`config.mk`:
```
export PLATFORM = sky130hd
export DESIGN_NAME = sffc_parser
export DESIGN_NICKNAME = d
export VERILOG_FILES = /design/src/sv/sffc_pkg.sv /design/src/sv/sffc_parser.sv
export SDC_FILE = /design/constraint.sdc
export NUM_CORES = 1
export LEC_CHECK = 0
export BUFFER_PORTS_ARGS = -buffer_cell sky130_fd_sc_hd__buf_2
export CORE_MARGIN = 5
export CORE_UTILIZATION = 50
export CTS_CLUSTER_SIZE = 30
export DETAILED_ROUTE_END_ITERATION = 7
export PLACE_DENSITY_LB_ADDON = 0.1
export SYNTH_ARGS = -nofsm -noshare
export SYNTH_HDL_FRONTEND = slang
export SYNTH_SLANG_ARGS = --single-unit
```
`constraint.sdc`:
```
create_clock -name clk_i -period 5.8 [get_ports clk_i]
set_clock_uncertainty 0.1 [all_clocks]
set_input_delay 1.16 -clock clk_i [delete_from_list [all_inputs] [get_ports clk_i]]
set_output_delay 1.16 -clock clk_i [all_outputs]
set_load 0.02 [all_outputs]
```
`src/sv/sffc_pkg.sv`:
```
package sffc_pkg;

  // Frame limits
  localparam int unsigned MAX_FRAMES      = 18;
  localparam int unsigned MAX_FRAME_CHARS = 255;

  // Character codes
  localparam logic [7:0] CH_START = 8'h40;  // '@'
  localparam logic [7:0] CH_END   = 8'h2A;  // '*'
  localparam logic [7:0] CH_CR    = 8'h0D;
  localparam logic [7:0] CH_Q     = 8'h51;
  localparam logic [7:0] CH_T     = 8'h54;
  localparam logic [7:0] CH_X     = 8'h58;

  // One result transaction
  typedef struct packed {
    logic [7:0] byte_out;
    logic       in_frame;
    logic [7:0] char_position;
    logic [4:0] frame_number;
    logic       frame_end;
    logic       fcs_ok;
    logic       response_done;
    logic       response_ok;
    logic [7:0] end_code;
    logic       end_code_valid;
  } res_t;

  // Upper-case ASCII hex digit for a nibble
  function automatic logic [7:0] hex_up(input logic [3:0] nib);
    logic [7:0] ch;
    if (nib < 4'd10) begin
      ch = 8'h30 + {4'h0, nib};
    end else begin
      ch = 8'h37 + {4'h0, nib};
    end
    return ch;
  endfunction

  // Decode a hex character: bit 4 set when valid, low bits give the value
  function automatic logic [4:0] hex_value(input logic [7:0] ch);
    logic [4:0] r;
    r = 5'h00;
    if (ch inside {[8'h30:8'h39]}) begin
      r = {1'b1, ch[3:0]};
    end else if (ch inside {[8'h41:8'h46], [8'h61:8'h66]}) begin
      r = {1'b1, ch[3:0] + 4'd9};
    end
    return r;
  endfunction

endpackage

```
`src/sv/sffc_parser.sv`:
```
module sffc_parser import sffc_pkg::*; (
  input  logic       clk_i,
  input  logic       rst_ni,
  input  logic       step_i,
  input  logic [7:0] char_i,
  output res_t       res_o
);

  localparam logic [7:0] MaxPos   = 8'(MAX_FRAME_CHARS);
  localparam logic [4:0] MaxFrame = 5'(MAX_FRAMES - 1);

  logic       active_q, active_d;
  logic [7:0] xor_q, xor_d;
  logic [7:0] prev0_q, prev0_d, prev1_q, prev1_d;
  logic [7:0] pos_q, pos_d;
  logic [4:0] fc_q, fc_d;
  logic       all_ok_q, all_ok_d;
  logic [7:0] hdr0_q, hdr0_d, hdr1_q, hdr1_d;
  logic [7:0] code_q, code_d;
  logic       seen_q, seen_d;

  // State as seen by this character: '@' restarts everything
  logic       start, act;
  logic [7:0] xs, p0, p1, pos, h0, h1, cd;
  logic [4:0] fc;
  logic       aok, seen;
  logic       is_term, is_end, ok, code_en;
  logic [7:0] first;
  logic [4:0] hv, lv;

  always_comb begin
    start = (char_i == CH_START);
    act   = start | active_q;
    xs    = start ? 8'h00 : xor_q;
    p0    = start ? 8'h00 : prev0_q;
    p1    = start ? 8'h00 : prev1_q;
    pos   = start ? 8'h00 : pos_q;
    fc    = start ? 5'h00 : fc_q;
    aok   = start | all_ok_q;
    h0    = start ? 8'h00 : hdr0_q;
    h1    = start ? 8'h00 : hdr1_q;
    cd    = start ? 8'h00 : code_q;
    seen  = start ? 1'b0  : seen_q;
  end

  // Frame check and result fields
  always_comb begin
    is_term = (char_i == CH_CR) || (char_i == CH_END);
    is_end  = (char_i == CH_END);
    ok      = (pos >= 8'd2) && (p1 == hex_up(xs[7:4])) && (p0 == hex_up(xs[3:0]));
    code_en = seen && (h0 != CH_T) && (h0 != CH_X);

    res_o                = '0;
    res_o.byte_out       = char_i;
    if (act) begin
      res_o.in_frame      = 1'b1;
      res_o.char_position = pos;
      res_o.frame_number  = fc;
      if (is_term) begin
        res_o.frame_end = 1'b1;
        res_o.fcs_ok    = ok;
        if (is_end) begin
          res_o.response_done  = 1'b1;
          res_o.response_ok    = aok & ok;
          res_o.end_code       = code_en ? cd : 8'h00;
          res_o.end_code_valid = code_en;
        end
      end
    end
  end

  // Next state
  always_comb begin
    first    = (h0 == CH_Q) ? 8'd7 : 8'd5;
    hv       = hex_value(h1);
    lv       = hex_value(char_i);
    active_d = active_q;
    xor_d    = xor_q;
    prev0_d  = prev0_q;
    prev1_d  = prev1_q;
    pos_d    = pos_q;
    fc_d     = fc_q;
    all_ok_d = all_ok_q;
    hdr0_d   = hdr0_q;
    hdr1_d   = hdr1_q;
    code_d   = code_q;
    seen_d   = seen_q;
    if (act) begin
      active_d = 1'b1;
      xor_d    = xs;
      prev0_d  = p0;
      prev1_d  = p1;
      pos_d    = pos;
      fc_d     = fc;
      all_ok_d = aok;
      hdr0_d   = h0;
      hdr1_d   = h1;
      code_d   = cd;
      seen_d   = seen;
      if (is_term) begin
        if (is_end) begin
          active_d = 1'b0;
        end else begin
          all_ok_d = aok & ok;
          fc_d     = (fc < MaxFrame) ? fc + 5'd1 : fc;
          xor_d    = 8'h00;
          prev0_d  = 8'h00;
          prev1_d  = 8'h00;
          pos_d    = 8'h00;
        end
      end else begin
        // capture header command and end-code digits in the first frame
        if (fc == 5'd0) begin
          if (pos == 8'd3) begin
            hdr0_d = char_i;
          end else if (pos == first) begin
            hdr1_d = char_i;
          end else if (pos == first + 8'd1) begin
            seen_d = 1'b1;
            if (!hv[4]) begin
              code_d = 8'h00;
            end else if (!lv[4]) begin
              code_d = {4'h0, hv[3:0]};
            end else begin
              code_d = {hv[3:0], lv[3:0]};
            end
          end
        end
        if (pos >= 8'd2) begin
          xor_d = xs ^ p1;
        end
        prev1_d = p0;
        prev0_d = char_i;
        pos_d   = (pos < MaxPos) ? pos + 8'd1 : pos;
      end
    end
  end

  always_ff @(posedge clk_i or negedge rst_ni) begin
    if (!rst_ni) begin
      active_q <= 1'b0;
      xor_q    <= 8'h00;
      prev0_q  <= 8'h00;
      prev1_q  <= 8'h00;
      pos_q    <= 8'h00;
      fc_q     <= 5'h00;
      all_ok_q <= 1'b1;
      hdr0_q   <= 8'h00;
      hdr1_q   <= 8'h00;
      code_q   <= 8'h00;
      seen_q   <= 1'b0;
    end else if (step_i) begin
      active_q <= active_d;
      xor_q    <= xor_d;
      prev0_q  <= prev0_d;
      prev1_q  <= prev1_d;
      pos_q    <= pos_d;
      fc_q     <= fc_d;
      all_ok_q <= all_ok_d;
      hdr0_q   <= hdr0_d;
      hdr1_q   <= hdr1_d;
      code_q   <= code_d;
      seen_q   <= seen_d;
    end
  end

endmodule

```
# Word level (Yosys, flattened, before mapping)
# Cells that the tools add are included.
[classes]
add_sub_neg = 9
mul = 0
div = 0
order_cmp = 17
eq_ne = 11
shifts = 0
mux = 56
bitwise_logic = 4
reduce_logical = 15
[op_table]
columns = ["op", "n"]
rows = [
  ["$mux W8", 32],
  ["$mux W5", 8],
  ["$ge A8 B7 Y1 const B", 4],
  ["$le A8 B7 Y1 const B", 4],
  ["$add A6 B4 Y7 const A", 4],
  ["$mux W27", 1],
  ["$eq A8 B7 Y1 const B", 2],
  ["$eq A8 B8 Y1", 2],
  ["$ge A8 B6 Y1 const B", 2],
  ["$le A8 B6 Y1 const B", 2],
  ["$ne A8 B7 Y1 const B", 2],
  ["$mux W7", 2],
  ["$mux W13", 1],
  ["$mux W11", 1],
  ["$logic_and A1 B1 Y1", 10],
  ["$mux W1", 10],
  ["$add A4 B4 Y4 const B", 2],
  ["$add A8 B1 Y8 const B", 1],
  ["$eq A8 B2 Y1 const B", 1],
  ["$eq A8 B3 Y1", 1],
  ["$eq A8 B4 Y1", 1],
  ["$eq A8 B4 Y1 const B", 1],
  ["$eq A8 B6 Y1 const B", 1],
  ["$ge A8 B2 Y1 const B", 1],
  ["other kinds (13)", 16],
]
[totals]
ff_bits = 64
latchBits = 0
ramBits = 0
romBits = 0
input_bits = 11
elab_cells = 123
memories = 0

# Logic depth before layout (Yosys ltp)
[logic_depth]
depth_word = 14
mapped_depth = 15
mapped_depth_nobuf = 13

# Worst setup path after synthesis
# Ideal clock, no wire load.
[synth_path]
path_kind = "in2out"
from = "in char_i[0]"
to = "out res_o[9] in the netlist's numbering"
arrival_time_ps = 3855
t_required_ps = 4540
path_slack_ps = 685
stages = 13
path_buffers = 2
path_cell_list = "inv_1 -> ha_1 -> nor3b_2 -> nand2_2 -> clkbuf_1 -> clkbuf_1 -> nand2_1 -> ha_1 -> a311o_1 -> a211oi_1 -> nand4_1 -> a211oi_1 -> and3_1"
[synth_lines]
columns = ["item", "line", "text"]
rows = [
  ["start, declared", "sffc_parser.sv:5", "input logic [7:0] char_i,"],
  ["end, declared", "sffc_parser.sv:6", "output res_t res_o"],
]

==> flow_summary_export.csv <==
group,metric,value,unit
cells_and_area,fillers,728,
sta,setup_viol,0,
job,maxCapViolations,0,
sta,relSlewSlack,27.3,%
floorplan,start_util,52.0,%
worst_setup_path,worstSetupPathType,"primary input to output port",
synthesis,synth_edf_count,0,
sta,timing.final.crit_share,91.2,%
floorplan,rows,32,
sta,maxSlewViolCount,0,
power,total_power,1.71,mW
worst_setup_path,startpoint_type,"primary input",
sta,period_needed,5.29,ns
worst_setup_path,max_stage_delay,0.51,ns
global_route,antenna_found_initial,0,
worst_setup_path,worstSetupEndpointType,"output port",
synthesis,synth_warnings,0,
cts,cts_hold_buffers,0,
global_route,grt_pass1_wl,17900,microns
cts,numCtsBuffers,9,
detailed_routing,wl_per_cell,18.6,microns
cts,cts_resized,0,
synthesis,yosys.area.top_type,"dfrtp_1",
cells_and_area,fin_area,4500,sq um
cts,cts.clk_slew.worst_paths,0.07,ns
worst_setup_path,path_max_fanout,10,
synthesis,yosysSeqAreaShare,39.5,%
worst_hold_path,hp-class,"flop to flop",
synthesis,yosysUniqueCellTypes,68,
sta,rsz0062_at_grt,"false",
detailed_routing,drc,0,
synthesis,syn_nets,460,
floorplan,fp.dieArea,10000,sq um
synthesis,synth_top_area_share,38.8,%
power,ir_worst_vdd,0.000195,V
cts,cts_setup_buffers,0,
synthesis,synthCells,436,
detailed_routing,via_count,3539,
worst_setup_path,critPathRequiredTime,4.54,ns
detailed_routing,dr.pass1.iters,5,
synthesis,yosysMostFrequentCell,"dfrtp_1",
detailed_routing,ant_nets,0,
placement,dp_hpwl,7450,microns
global_route,grt_overflow,0,
cts,cts_root_buffer,"clkbuf_8",
synthesis,avgSynthCellArea,9.31,sq um
placement,placed_cell_area,4290,sq um
cts,clk_latency,0.35,ns
worst_setup_path,cp_num_buf_inv,3,
power,p_per_area,379,nW/um^2
cells_and_area,nets,493,
placement,place_congestion,0.860,
synthesis,synth.area.top_cells,"dfrtp_1 (39%), a22o_1 (6.9%), o21ai_0 (4.2%), ha_1 (4.0%), nand2_1 (3.8%)",
sta,whs,0.383,ns
outcome,status,"finished, final reports clean",
worst_setup_path,path_cells,"buf_2 -> inv_1 -> ha_1 -> or3b_2 -> o21ai_1 -> ha_1 -> o21bai_1 -> o211ai_1 -> a211oi_1 -> and3_1 -> buf_2",
detailed_routing,drt_iter0_drc,277,
floorplan,core-area,7810,sq um
sta,max_freq,189,MHz
cells_and_area,num_antenna_cells,0,
floorplan,ios,46,
synthesis,synth_commonest_cells,"dfrtp_1 (63), nand2_1 (41), o21ai_0 (34)",
floorplan,die_height,100,microns
sta,hold_viol,0,
worst_setup_path,critPathTopFamily,"compound AO/OA/AOI/OAI gates",
cts,cts.sink_count,64,
detailed_routing,vias_per_cell,6.14,
synthesis,ys.flop_type,"dfrtp_1",
sta,tightestPinTransition,1.09,ns
floorplan,fp.dieW,100,microns
cts,h-tree-depth,3,
synthesis,syn_area,4060,sq um
sta,setup_tns,0,ns
global_route,first_global_vias,3411,
cts,cts_max_path_buffers,2,
synthesis,synthArstFlopShare,100,%
worst_setup_path,cp.arrival,4.03,ns
cells_and_area,area_delta_synth_final,10.8,%
synthesis,synth_seq_cells,64,
global_route,track_usage,22.6,%
worst_setup_path,cpMaxStageDelayCell,"or3b_2",
global_route,grt_max_degree,65,
cells_and_area,drive_gt1_share,18.8,%
cts,tritoncts,"done",
power,power_leakage,1.97,nW
detailed_routing,wl,10700,microns
placement,port_buffers,45,
==> worst paths after layout <==
kind,slack (ns),startpoint,cells after the start,to
setup / recovery,0.51,char_i[0],11,res_o[9]
hold / removal,0.38,seen_q,1,seen_q
setup reg to reg,3.23,pos_q[1],8,pos_q[3]
hold reg to reg,0.38,seen_q,1,seen_q
max in group asynchronous,4.17,rst_ni,2,hdr0_q[2]
min in group asynchronous,0.89,rst_ni,2,prev1_q[6]
==> flip-flops by register name, indices dropped and copies added, names as in the netlist <==
name	cells
hdr1_q	8
pos_q	8
xor_q	8
fc_q	5
hdr0_q	8
seen_q	1
code_q	8
prev1_q	8
active_q	1
prev0_q	8
all_ok_q	1
==> layout by cell type (no fill, tap or decap), types with 5 or more instances in the layout <==
cell type and count:
nand4_1 8, o21ai_0 34, nor3_1 6, nand3_1 11
and2_1 20, buf_2 45, xnor2_1 8, inv_1 10
clkbuf_8 11, a211oi_1 9, nand2_1 41, o21ai_2 7
a32o_1 9, nor2_1 28, a21oi_1 27, dfrtp_1 63
a22o_1 32, nand2b_1 5, ha_1 13
==> worst reg2reg max path, cell delays in order (launching register included) <==
cell and delay, ns:
dfrtp_1 0.50, and2_1 0.20, ha_1 0.37, nand3_1 0.17, a211oi_1 0.53, nor2_1 0.15
a211oi_1 0.26, o21ai_0 0.10, o21ai_0 0.10
==> kinds of logic (layout without fill, tap and decap cells) <==
logic type / after synthesis / count (layout) / synth area share [%]
adder cells (fa/ha/maj): 13 / 13 / 4.01
buffers and inverters: 37 / 75 / 4.56
flip-flops: 64 / 64 / 39.5
XOR/XNOR: 12 / 12 / 2.59
multiplexers: 2 / 2 / 0.493
AO/OA/AOI/OAI: 150 / 150 / 26.9
AND/OR/NAND/NOR: 158 / 158 / 21.9
==> power breakdown <==
part | total (mW) | leakage [nW] | switching (mW) | internal, mW
Clock | 0.405 | 0.101 | 0.185 | 0.220
Combinational | 0.572 | 1.05 | 0.314 | 0.258
Sequential | 0.730 | 0.815 | 0.164 | 0.566
==> layer usage <==
layer,GRT usage [%],vias to the layer above,share of wire [%]
li1,-,1681,-
met1,32.0,1737,47
met2,34.8,104,47
met3,3.06,17,4.2
met4,9.53,0,2.0
met5,0,-,0
==> per-stage QoR <==
step	setup WS, ns	std cells	util [%]
floorplan	0.685	436	-
global route	0.319	576	57.6
global placement	0.650	560	55.0
finish	0.511	576	57.6
CTS	0.532	576	57.6
detailed placement	0.540	560	55.0
==> layout make-up <==
type	instances	area, sq um	share of cell area [%]
clock buffer	11	151	3.37
timing repair buffer	48	248	5.51
tap	102	128	2.84
inverter	11	41.3	0.918
clock inverter	5	55.1	1.22
sequential	64	1600	35.6
multi-input combinational	335	2270	50.5
Power figures use the tool's default switching activity.
